### src/design/convex_hull_gift_wrap_core_assert.svh
// Assertion macros for the convex hull core.
// Included by the top level; the macros expand to nothing when SYNTHESIS is defined.
`ifndef CONVEX_HULL_GIFT_WRAP_CORE_ASSERT_SVH
`define CONVEX_HULL_GIFT_WRAP_CORE_ASSERT_SVH
`ifndef SYNTHESIS
`define CHGW_ASSERT_IMP(lbl, c, r, a, b) \
  lbl: assert property (@(posedge c) disable iff (r) (a) |-> (b)) \
    else $error("same-cycle implication failed");
`define CHGW_ASSERT_NXT(lbl, c, r, a, b) \
  lbl: assert property (@(posedge c) disable iff (r) (a) |=> (b)) \
    else $error("next-cycle implication failed");
`else
`define CHGW_ASSERT_IMP(lbl, c, r, a, b)
`define CHGW_ASSERT_NXT(lbl, c, r, a, b)
`endif
`endif

### src/design/chgw_pkg.sv
// Shared constants and types for the convex hull core.
// No dependencies; used by chgw_mac and the convex hull core.
package chgw_pkg;

  localparam int MAX_POINTS_DEF = 64;
  localparam int COORD_BITS_DEF = 16;

  localparam logic [1:0] CMD_CLEAR = 2'd0;
  localparam logic [1:0] CMD_ADD   = 2'd1;
  localparam logic [1:0] CMD_HULL  = 2'd2;

  localparam logic [1:0] STATUS_OK      = 2'd0;
  localparam logic [1:0] STATUS_EMPTY   = 2'd1;
  localparam logic [1:0] STATUS_DROPPED = 2'd2;

  // Control word for the shared multiply-accumulate unit.
  typedef struct packed {
    logic en;        // update an accumulator this cycle
    logic sel_dist;  // 1: squared-distance accumulator, 0: cross-product accumulator
    logic load;      // 1: load the product, 0: combine with the accumulator
  } mac_ctl_t;

endpackage

### src/design/chgw_ram.sv
// Generic single-write, single-read RAM with registered read data.
// No dependencies.
module chgw_ram #(
  parameter int WIDTH = 32,
  parameter int DEPTH = 64
) (
  input  logic                     clk,
  input  logic                     we,
  input  logic [$clog2(DEPTH)-1:0] waddr,
  input  logic [WIDTH-1:0]         wdata,
  input  logic [$clog2(DEPTH)-1:0] raddr,
  output logic [WIDTH-1:0]         rdata
);

  logic [WIDTH-1:0] mem [DEPTH];

  always_ff @(posedge clk) begin
    if (we) begin
      mem[waddr] <= wdata;
    end
    rdata <= mem[raddr];
  end

endmodule

### src/design/chgw_mac.sv
// Shared signed multiplier with a cross-product and a squared-distance accumulator.
// Depends on chgw_pkg for the control word.
module chgw_mac #(
  parameter int COORD_BITS = chgw_pkg::COORD_BITS_DEF
) (
  input  logic                          clk,
  input  chgw_pkg::mac_ctl_t            ctl,
  input  logic signed [COORD_BITS:0]    a,
  input  logic signed [COORD_BITS:0]    b,
  output logic signed [2*COORD_BITS+1:0] cross_acc,
  output logic signed [2*COORD_BITS+1:0] dist_acc
);

  logic signed [2*COORD_BITS+1:0] prod;

  assign prod = a * b;

  always_ff @(posedge clk) begin
    if (ctl.en) begin
      if (ctl.sel_dist) begin
        dist_acc <= ctl.load ? prod : dist_acc + prod;
      end else begin
        cross_acc <= ctl.load ? prod : cross_acc - prod;
      end
    end
  end

endmodule

### src/design/convex_hull_gift_wrap_core.sv
// Convex hull core: clear and add point never raise busy. With N stored points, compute
// finds the lowest point by reading and comparing each, then scans N points per vertex
// (read, load, cross product, squared distance, decide; the first candidate skips the
// cross product, a duplicate of the current vertex stops early) via one shared MAC
// and the store's read port, then emits. Each vertex appears for one cycle on valid;
// the receiver cannot stall. Synchronous reset empties the store and clears dropped.
`include "convex_hull_gift_wrap_core_assert.svh"
module convex_hull_gift_wrap_core #(
  parameter int MAX_POINTS = chgw_pkg::MAX_POINTS_DEF,
  parameter int COORD_BITS = chgw_pkg::COORD_BITS_DEF
) (
  input  logic                         clk,
  input  logic                         rst,
  input  logic                         start,
  input  logic [1:0]                   cmd,
  input  logic signed [COORD_BITS-1:0] x,
  input  logic signed [COORD_BITS-1:0] y,
  output logic                         busy,
  output logic                         valid,
  output logic signed [COORD_BITS-1:0] hull_x,
  output logic signed [COORD_BITS-1:0] hull_y,
  output logic                         last,
  output logic [1:0]                   status
);

  localparam int CB = COORD_BITS;
  localparam int IW = $clog2(MAX_POINTS);
  localparam int CW = $clog2(MAX_POINTS + 1);
  localparam int PW = 2 * CB + 2;

  localparam logic [3:0] ST_IDLE    = 4'd0;
  localparam logic [3:0] ST_LOW_RD  = 4'd1;
  localparam logic [3:0] ST_LOW_CMP = 4'd2;
  localparam logic [3:0] ST_RD      = 4'd3;
  localparam logic [3:0] ST_LD      = 4'd4;
  localparam logic [3:0] ST_C1      = 4'd5;
  localparam logic [3:0] ST_C2      = 4'd6;
  localparam logic [3:0] ST_D1      = 4'd7;
  localparam logic [3:0] ST_D2      = 4'd8;
  localparam logic [3:0] ST_DEC     = 4'd9;
  localparam logic [3:0] ST_EMIT    = 4'd10;

  logic [3:0]           state;
  logic [CW-1:0]        count;
  logic                 dropped;
  logic [IW-1:0]        idx;
  logic [CW-1:0]        k;
  logic                 found;
  logic signed [CB-1:0] best_x, best_y;
  logic signed [CB-1:0] cur_x, cur_y;
  logic signed [CB-1:0] nxt_x, nxt_y;
  logic signed [CB-1:0] cand_x, cand_y;
  logic signed [CB:0]   cdx, cdy;
  logic signed [CB:0]   ndx, ndy;
  logic signed [PW-1:0] dnxt;

  logic                 accept;
  logic                 ram_we;
  logic [2*CB-1:0]      rdata;
  logic signed [CB-1:0] rd_x, rd_y;
  logic                 idx_is_last;
  logic                 cand_same;
  logic                 take;
  logic                 fin;
  logic                 lower;

  chgw_pkg::mac_ctl_t   mac_ctl;
  logic signed [CB:0]   mac_a, mac_b;
  logic signed [PW-1:0] cross_acc, dist_acc;

  assign busy        = (state != ST_IDLE);
  assign accept      = start && !busy;
  assign ram_we      = accept && (cmd == chgw_pkg::CMD_ADD) && (count != CW'(MAX_POINTS));
  assign rd_x        = rdata[CB-1:0];
  assign rd_y        = rdata[2*CB-1:CB];
  assign idx_is_last = (CW'(idx) + CW'(1) == count);
  assign cand_same   = (cdx == '0) && (cdy == '0);
  assign lower       = (rd_y < best_y) || ((rd_y == best_y) && (rd_x < best_x));
  // Clockwise turn wins; on a collinear tie the farther candidate wins.
  assign take        = !found || cross_acc < 0 || (cross_acc == '0 && dist_acc > dnxt);
  assign fin         = !found || (nxt_x == best_x && nxt_y == best_y) ||
                       (k + CW'(1) >= count);

  chgw_ram #(
    .WIDTH (2 * CB),
    .DEPTH (MAX_POINTS)
  ) u_store (
    .clk   (clk),
    .we    (ram_we),
    .waddr (count[IW-1:0]),
    .wdata ({y, x}),
    .raddr (idx),
    .rdata (rdata)
  );

  always_comb begin
    mac_ctl = '0;
    mac_a   = ndx;
    mac_b   = cdy;
    unique case (state)
      ST_C1: begin
        mac_ctl = '{en: found && !cand_same, sel_dist: 1'b0, load: 1'b1};
      end
      ST_C2: begin
        mac_a   = ndy;
        mac_b   = cdx;
        mac_ctl = '{en: 1'b1, sel_dist: 1'b0, load: 1'b0};
      end
      ST_D1: begin
        mac_a   = cdx;
        mac_b   = cdx;
        mac_ctl = '{en: 1'b1, sel_dist: 1'b1, load: 1'b1};
      end
      ST_D2: begin
        mac_a   = cdy;
        mac_b   = cdy;
        mac_ctl = '{en: 1'b1, sel_dist: 1'b1, load: 1'b0};
      end
      default: begin
        mac_ctl = '0;
      end
    endcase
  end

  chgw_mac #(
    .COORD_BITS (CB)
  ) u_mac (
    .clk       (clk),
    .ctl       (mac_ctl),
    .a         (mac_a),
    .b         (mac_b),
    .cross_acc (cross_acc),
    .dist_acc  (dist_acc)
  );

  // A result goes out after each emit step, or right after a compute on an empty store.
  always_ff @(posedge clk) begin
    if (rst) begin
      valid <= 1'b0;
    end else begin
      valid <= (state == ST_EMIT) ||
               (accept && (cmd == chgw_pkg::CMD_HULL) && (count == '0));
    end
  end

  // Sequencer and control state.
  always_ff @(posedge clk) begin
    if (rst) begin
      state   <= ST_IDLE;
      count   <= '0;
      dropped <= 1'b0;
    end else begin
      unique case (state)
        ST_IDLE: begin
          if (accept) begin
            unique case (cmd)
              chgw_pkg::CMD_CLEAR: begin
                count   <= '0;
                dropped <= 1'b0;
              end
              chgw_pkg::CMD_ADD: begin
                if (count == CW'(MAX_POINTS)) begin
                  dropped <= 1'b1;
                end else begin
                  count <= count + CW'(1);
                end
              end
              chgw_pkg::CMD_HULL: begin
                if (count != '0) begin
                  state <= ST_LOW_RD;
                end
              end
              default: begin
              end
            endcase
          end
        end
        ST_LOW_RD:  state <= ST_LOW_CMP;
        ST_LOW_CMP: state <= idx_is_last ? ST_RD : ST_LOW_RD;
        ST_RD:      state <= ST_LD;
        ST_LD:      state <= ST_C1;
        ST_C1: begin
          if (cand_same) begin
            state <= idx_is_last ? ST_EMIT : ST_RD;
          end else if (!found) begin
            state <= ST_D1;
          end else begin
            state <= ST_C2;
          end
        end
        ST_C2:  state <= ST_D1;
        ST_D1:  state <= ST_D2;
        ST_D2:  state <= ST_DEC;
        ST_DEC: state <= idx_is_last ? ST_EMIT : ST_RD;
        ST_EMIT: begin
          state <= fin ? ST_IDLE : ST_RD;
        end
        default: state <= ST_IDLE;
      endcase
    end
  end

  // Datapath registers.
  always_ff @(posedge clk) begin
    unique case (state)
      ST_IDLE: begin
        idx    <= '0;
        hull_x <= '0;
        hull_y <= '0;
        last   <= 1'b1;
        status <= chgw_pkg::STATUS_EMPTY;
      end
      ST_LOW_CMP: begin
        if (idx == '0 || lower) begin
          best_x <= rd_x;
          best_y <= rd_y;
          cur_x  <= rd_x;
          cur_y  <= rd_y;
        end
        if (idx_is_last) begin
          idx   <= '0;
          found <= 1'b0;
          k     <= '0;
        end else begin
          idx <= idx + IW'(1);
        end
      end
      ST_LD: begin
        cand_x <= rd_x;
        cand_y <= rd_y;
        cdx    <= {rd_x[CB-1], rd_x} - {cur_x[CB-1], cur_x};
        cdy    <= {rd_y[CB-1], rd_y} - {cur_y[CB-1], cur_y};
      end
      ST_C1: begin
        if (cand_same && !idx_is_last) begin
          idx <= idx + IW'(1);
        end
      end
      ST_DEC: begin
        if (take) begin
          nxt_x <= cand_x;
          nxt_y <= cand_y;
          ndx   <= cdx;
          ndy   <= cdy;
          dnxt  <= dist_acc;
          found <= 1'b1;
        end
        if (!idx_is_last) begin
          idx <= idx + IW'(1);
        end
      end
      ST_EMIT: begin
        hull_x <= cur_x;
        hull_y <= cur_y;
        last   <= fin;
        status <= dropped ? chgw_pkg::STATUS_DROPPED : chgw_pkg::STATUS_OK;
        cur_x  <= nxt_x;
        cur_y  <= nxt_y;
        k      <= k + CW'(1);
        idx    <= '0;
        found  <= 1'b0;
      end
      default: begin
      end
    endcase
  end

  // A vertex that is not the final one leaves the walk running.
  `CHGW_ASSERT_IMP(a_mid_vertex_busy, clk, rst, valid && !last, busy)
  // A scan of at least one point separates two vertices of the same run.
  `CHGW_ASSERT_NXT(a_vertex_spacing, clk, rst, valid && !last, !valid)
  // The empty-store result is always a single, final one.
  `CHGW_ASSERT_IMP(a_empty_is_last, clk, rst, valid && status == chgw_pkg::STATUS_EMPTY, last)
  // A clear transaction leaves the store empty and the dropped flag clear in the next cycle.
  `CHGW_ASSERT_NXT(a_clear_empties, clk, rst, accept && cmd == chgw_pkg::CMD_CLEAR,
                   count == '0 && !dropped)

endmodule
### config.mk
export PLATFORM = sky130hd
export DESIGN_NAME = convex_hull_gift_wrap_core
export DESIGN_NICKNAME = d
export VERILOG_FILES = /design/src/design/chgw_pkg.sv /design/src/design/chgw_ram.sv /design/src/design/chgw_mac.sv /design/src/design/convex_hull_gift_wrap_core.sv
export VERILOG_INCLUDE_DIRS = /design/src /design/src/design
export SDC_FILE = /design/constraint.sdc
export NUM_CORES = 2
export LEC_CHECK = 0
export BUFFER_PORTS_ARGS = -buffer_cell sky130_fd_sc_hd__buf_2
export CELL_PAD_IN_SITES_DETAIL_PLACEMENT = 1
export CELL_PAD_IN_SITES_GLOBAL_PLACEMENT = 1
export CORE_ASPECT_RATIO = 1.75
export CORE_UTILIZATION = 35
export CTS_CLUSTER_DIAMETER = 200
export DETAILED_ROUTE_END_ITERATION = 12
export PLACE_DENSITY_LB_ADDON = 0.1
export REMOVE_ABC_BUFFERS = 1
export SYNTH_ARGS = -nofsm -noshare
export SYNTH_HDL_FRONTEND = slang
export SYNTH_SLANG_ARGS = --single-unit
export TNS_END_PERCENT = 10
### constraint.sdc
create_clock -name clk -period 12.3 [get_ports clk]
set_clock_uncertainty 0.2 [all_clocks]
set_input_delay 1.845 -clock clk [delete_from_list [all_inputs] [get_ports clk]]
set_output_delay 1.845 -clock clk [all_outputs]
set_load 0.02 [all_outputs]
== Word-level counts from Yosys, hierarchy flattened ==
Memory sizes are Yosys's and may differ from the RTL's. A register that Yosys moved wholly into a read port is not among the register bits.
Cells that the tools add are included.

* $add $sub $neg: 8
* Multipliers: 1
* Order comparisons: 5
* Equality and inequality tests: 28
* Multiplexer cells: 38
* Bitwise logic cells: 1
* Reductions and logical operators: 49

{| class="wikitable"
|+ Operators by type and width
! cell !! count
|-
| one-hot mux 16 bit (2 select lines) || 4
|-
| 2-to-1 mux 34 bit || 2
|-
| one-hot mux 17 bit (3 select lines) || 1
|-
| equality test 16 bit || 3
|-
| one-hot mux 4 bit (11 select lines) || 1
|-
| adder 34 bit || 1
|-
| > comparator 34 bit || 1
|-
| zero test 17 bit || 2
|-
| zero test 34 bit || 1
|-
| less-than comparator 34 x 1 -> 1 bit, second input constant || 1
|-
| multiplier 17 x 17 -> 34 bit || 1
|-
| subtractor 16 x 16 -> 17 bit || 2
|-
| subtractor 34 bit || 1
|-
| less-than comparator 16 bit || 2
|-
| 2-to-1 mux 16 bit || 2
|-
| one-hot mux 7 bit (2 select lines) || 2
|-
| one-hot mux 6 bit (4 select lines) || 1
|-
| 2-to-1 mux 4 bit || 5
|-
| 2-to-1 mux 6 bit || 3
|-
| inequality test 2 bit, second input constant || 9
|-
| 2-to-1 mux 17 bit || 1
|-
| equality test 4 x 3 -> 1 bit, second input constant || 4
|-
| adder 7 x 1 -> 7 bit, second input constant || 2
|-
| 2-to-1 mux 7 bit || 2
|-
| 34 further kinds || 76
|}

* Register bits after elaboration: 360
* RAM bits: 2048
* Input port bits: 37
* Logic and storage cells: 157
* Memories kept: 1

{| class="wikitable"
|+ Memory list
! memory !! words !! bits a word !! read ports !! clocked after memory_dff !! write ports !! line !! RTL
|-
| u_store.mem || 64 || 32 || 1 || 1 || 1 || chgw_ram.sv:15 || <nowiki>logic [WIDTH-1:0] mem [DEPTH];</nowiki>
|}

== Logic depth before layout (Yosys ltp) ==
* Depth in word-level cells: 7
* Mapped depth: 45

== Modules after synthesis ==
A second synthesis with hierarchy kept.

* Cells, all modules: 6449
* Area, all modules: 110260.7 sq um

{| class="wikitable"
|+ By module, submodules not included
! module !! instances !! cells an instance !! area each (sq um) !! sequential area each (sq um)
|-
| chgw_ram || 1 || 3324 || 78515.3 || 62139.6
|-
| chgw_mac || 1 || 1899 || 17128.9 || 2042.0
|-
| convex_hull_gift_wrap_core || 1 || 1226 || 14616.5 || 8638.3
|}

== Worst setup path after synthesis ==
OpenSTA, ideal clock, no wires.

* Path type: reg-to-reg
* From: register state[1]
* To: register u_mac.cross_acc[33] (data pin)
* Arrival time: 9.362 ns
* Required time: 11.834 ns
* Path slack: 2.472 ns
* Cell stages (with the launch flop): 40
* Path buffers: 3
* Cell sequence: dfxtp_1 -> clkbuf_1 -> nand2_1 -> clkbuf_1 -> clkbuf_1 -> mux2_2 -> nand2_1 -> fa_1 -> fa_1 -> fa_1 -> fa_1 -> inv_1 -> fa_1 -> inv_1 -> fa_1 -> inv_1 -> ha_1 -> a211oi_1 -> [... 4 more ...] -> a21o_1 -> a21oi_1 -> o21bai_1 -> a21oi_1 -> xnor2_1 -> inv_1 -> ha_1 -> nand4_1 -> a21oi_1 -> or3_1 -> a31oi_1 -> a31oi_1 -> o221ai_1 -> a21oi_2 -> nand4_1 -> or3b_1 -> o221a_2 -> xor2_1

* Longest elaborated chain between the ends: 6
* Elaborated cells on any way between the ends: 11
* Classes of those cells: add/sub (1); mul (1); eq/ne (4); mux (4); reduce/logical (1)

{| class="wikitable"
|+ Ends and longest elaborated chain
! item !! line !! RTL
|-
| start: declaration || convex_hull_gift_wrap_core.sv:43 || <nowiki>logic [3:0] state;</nowiki>
|-
| start signal: assignment || convex_hull_gift_wrap_core.sv:179 || <nowiki>ST_LOW_CMP: state <= idx_is_last ? ST_RD : ST_LOW_RD;</nowiki>
|-
| start signal: assignment || convex_hull_gift_wrap_core.sv:184 || <nowiki>state <= idx_is_last ? ST_EMIT : ST_RD;</nowiki>
|-
| start signal: assignment || convex_hull_gift_wrap_core.sv:194 || <nowiki>ST_DEC: state <= idx_is_last ? ST_EMIT : ST_RD;</nowiki>
|-
| equality test 4 x 3 -> 1 bit || convex_hull_gift_wrap_core.sv:100 || <nowiki>unique case (state)</nowiki>
|-
| OR reduction 2 bit (no line) || - ||
|-
| 2-to-1 mux 17 bit || convex_hull_gift_wrap_core.sv:100 ||
|-
| multiplier 17 x 17 -> 34 bit || chgw_mac.sv:16 || <nowiki>assign prod = a * b;</nowiki>
|-
| subtractor 34 bit || chgw_mac.sv:23 || <nowiki>cross_acc <= ctl.load ? prod : cross_acc - prod;</nowiki>
|-
| 2-to-1 mux 34 bit (*) || chgw_mac.sv:23 ||
|-
| end signal: assignment || chgw_mac.sv:23 ||
|-
| end: declaration || chgw_mac.sv:10 || <nowiki>output logic signed [2*COORD_BITS+1:0] cross_acc,</nowiki>
|}

Mark *: on every way between the ends. The rest lies on a longest branch, timed or not.
A chain may end at the register's enable or synchronous reset.

== Worst setup path in the final report ==
* From: register state[3]
* To: register u_mac.cross_acc[33] (data pin)

The elaborated chain is that of the path after synthesis.

==> reports/results.txt <==
Fmax: 89.1 MHz
Power density cells: 135 mW/mm^2
Category of the most critical setup path: reg -> reg
Core area: 0.311 mm^2
Mapped cell area: 0.109 mm^2
DRT Pass-1 Iters: 5
Initial cell density of the core: 0.352
Final slew viol count: 0
Nature of the critical path startpoint: flip-flop
Reg2reg end: u_mac.cross_acc[33]$_DFFE_PP_
Prevailing post-synth register cell: edfxtp_1
Setup Fix Bufs, Post-CTS: 0
Clock tree buffer depth: 4
Worst Tran Pin Value: 1.19 ns
Final std cells w/o fill: 10,700
Synth area leaders: edfxtp_1 (66%), mux4_2 (14%), fa_1 (5.5%)
CP Capture Type: flip-flop
Worst-Skew Late Latency: 0.94 ns
Total Routing Usage GR: 0.205
Area share of fa/ha/maj cells after synthesis: 0.0841
Number of synthesized flops with an enable pin: 2,395
I/O pin cnt: 74
Final Hold Viols: 0
Area Growth Syn to Fin: 12.6%
Post_cts resized: 0
Root buf cell: clkbuf_16
Die W: 425 um
Avg Cell Area, Syn: 17.9 um^2
Reg2reg start: state[3]$_SDFFE_PP0P_
Leakage power: 41.0 nW
Grt ovf: 0
Layout Nets: 6,915
Num rows: 271
# fillers: 30,100
First-pass GRT wire length: 462 mm
CP most frequent cell: fa_1
Vias per cell: 5.27
Post-synthesis compound-gate area fraction: 0.0281
CTS tree: yes
Inserted Clock Buffers: 234
Final Cycle Share: 0.913
Synth top area share: 0.657
Final ANT Viol Nets: 0
# clock sinks: 2,440
Drt drc: 0
Min-delay worst type: reg -> reg
Hpwl dp: 214 mm
Yosys Warn Count: 0
Layout cells sized above 1: 0.205
Final setup viols: 0
Routed via count: 56,200
Initial antenna violation count: 18
Wire length per cell: 30.2 um
Worst EP arrival: 11.61 ns
Period minus WS final: 11.23 ns
Hold_buf cts: 0
Chip height: 742 um
Status: completed
Worst Path Required: 12.68 ns
RSZ-0062 raised after global routing: no
Vias in the first global route: 62,700
Max-cap violations: 0
R2R Setup Slk: 1.07 ns
Worst Setup SP: state[3]$_SDFFE_PP0P_
Simple-gate area share of the yosys netlist: 0.0416
Seq cells post-synth: 2,440
Crit-path max FO: 27
Gpl congestion: 0.831
Largest net degree at the start of global routing: 137
Register area share after synthesis: 0.666
Iter 0 DRT Violations: 3,437
R2R depth: 38
Worst Hold Slack: 0.185 ns
WL final: 322 mm
Slowest cell on crit path: mux2i_2
Die area: 0.315 mm^2
Post-synthesis async set-or-reset flop share: 0
Overall power: 16.6 mW
Rel. slew slack: 0.208
Clock transition at path regs: 0.07 ns
PortBufs: 73
Unique masters post-synth: 88
Xor/xnor share of the synthesized area: 0.0135
CP max stage delay: 0.96 ns
Pre-CTS setup slack: 1.04 ns
Placed cell count: 10,200
VDD IR max: 111 uV
Main combinational cell family by area after synthesis: multiplexers
Cell taking the most area after synthesis: edfxtp_1
Final worst slack: 1.07 ns
Area occupied by multi-input gates: 0.0344 mm^2
H-tree levels: 4
Mux cell area share after synthesis: 0.142
Cells after Synth: 6,102
Register area: 0.0728 mm^2
Critical Path Sink: u_mac.cross_acc[33]$_DFFE_PP_
[registers in the layout, summed over array words and instances, names as in the netlist, 17 cells and up]
register         flops
u_store.mem       2048
dnxt                34
u_mac.cross_acc     34
u_mac.dist_acc      34
u_store.rdata       32
cdx                 17
cdy                 17
ndx                 17
ndy                 17
[per-layer routing]
layer,routed length [um],global-route usage,vias to the layer above
li1,-,-,24000
met4,11800,0.0740,12
met3,8800,0.0201,462
met1,116000,0.225,30700
met2,184000,0.403,921
met5,80,0,-
[layout by cell type (no fill, tap or decap), types with 17 or more instances in the layout]
master     count
a21o_1        65
a21oi_1      130
and2_1        19
and3_1        28
buf_2         73
buf_4        138
bufinv_16     20
clkbuf_1      49
clkbuf_16    236
clkinv_1      57
clkinv_2      43
dfxtp_1       45
diode_2       52
edfxtp_1    2395
fa_1         300
ha_1         255
inv_1        500
mux2i_1       21
mux4_2       672
nand2_1      341
nand2b_1      23
nand3_1       62
nand4_1       28
nor2_1       306
nor2_4        65
nor2b_1       25
nor3_1        29
nor4_1        29
o21a_1        25
o21ai_0      106
o21bai_1      17
xnor2_1       82
xor2_1        85
[final cells by class]
class                      count  share of cell area
inverter                     502              0.0153
multi-input combinational   2929               0.279
clock buffer                 288              0.0498
tap                         4095              0.0416
timing repair buffer         216              0.0122
antenna                       52             0.00106
sequential                  2440               0.591
clock inverter               137              0.0103
[synth_stat cells, drive strengths merged (13+ instances only)]
library cell / count
nor2b: 25
edfxtp: 2395
nor4: 33
nand4: 28
mux2i: 24
dfxtp: 45
o21bai: 17
o21a: 25
inv: 501
xor2: 85
nand2: 343
fa: 300
mux4: 672
clkbuf: 175
buf: 56
a21oi: 133
nor3: 34
nand2b: 23
a21o: 66
or3: 13
o31ai: 17
mux2: 13
a22oi: 14
a211oi: 14
ha: 255
nand3: 62
xnor2: 83
and2: 21
and3: 28
nor2: 371
o21ai: 112
[how the worst min path moves through the flow]
| stage | from | to | slack, ns | cells after the start |
|---|---|---|---|---|
| 6_report | cand_y[6]$_DFFE_PP_ | nxt_y[6]$_DFFE_PP_ | 0.18 | 0 |
| 5_1_grt | cand_y[2]$_DFFE_PP_ | nxt_y[2]$_DFFE_PP_ | 0.18 | 0 |
| 4_1_cts | cand_y[2]$_DFFE_PP_ | nxt_y[2]$_DFFE_PP_ | 0.17 | 0 |
| 3_5_place_dp | cand_x[13]$_DFFE_PP_ | nxt_x[13]$_DFFE_PP_ | 0.21 | 0 |
| 3_3_place_gp | cand_y[9]$_DFFE_PP_ | nxt_y[9]$_DFFE_PP_ | 0.20 | 0 |
| 2_1_floorplan | cand_x[0]$_DFFE_PP_ | nxt_x[0]$_DFFE_PP_ | 0.20 | 0 |
[stage by stage]
step | util | setup TNS [ns] | cell area [um^2]
final | 0.396 | 0 | 123000
after detailed placement | 0.372 | 0 | 116000
after global placement | 0.372 | 0 | 116000
after floorplan | - | -1124.57 | 109000
after global routing | 0.396 | 0 | 123000
after CTS | 0.396 | 0 | 123000
[cell families after synthesis]
logic type / count (synthesis)
AND/OR/NAND/NOR: 1019
multiplexers: 709
flip-flops: 2440
buffers and inverters: 733
AO/OA/AOI/OAI: 478
XOR/XNOR: 168
adder cells (fa/ha/maj): 555
[power breakdown]
| part | leakage (nW) | switching [mW] | internal, mW | total, mW |
|---|---|---|---|---|
| clock network | 3.61 | 3.23 | 3.96 | 7.19 |
| registers | 22.0 | 0.0171 | 9.12 | 9.14 |
| logic | 15.4 | 0.209 | 0.0874 | 0.296 |
[worst max-delay path, delay by kind of cell (launching register included)]
family | cells | cell delay, ns
flops | 1 | 0.63
compound gates | 12 | 1.98
mux | 1 | 0.96
fa+ha+maj | 8 | 3.75
xor+xnor | 2 | 0.39
buf+inv | 5 | 0.29
simple gates | 10 | 2.72
(Power assumes the default switching activity.)
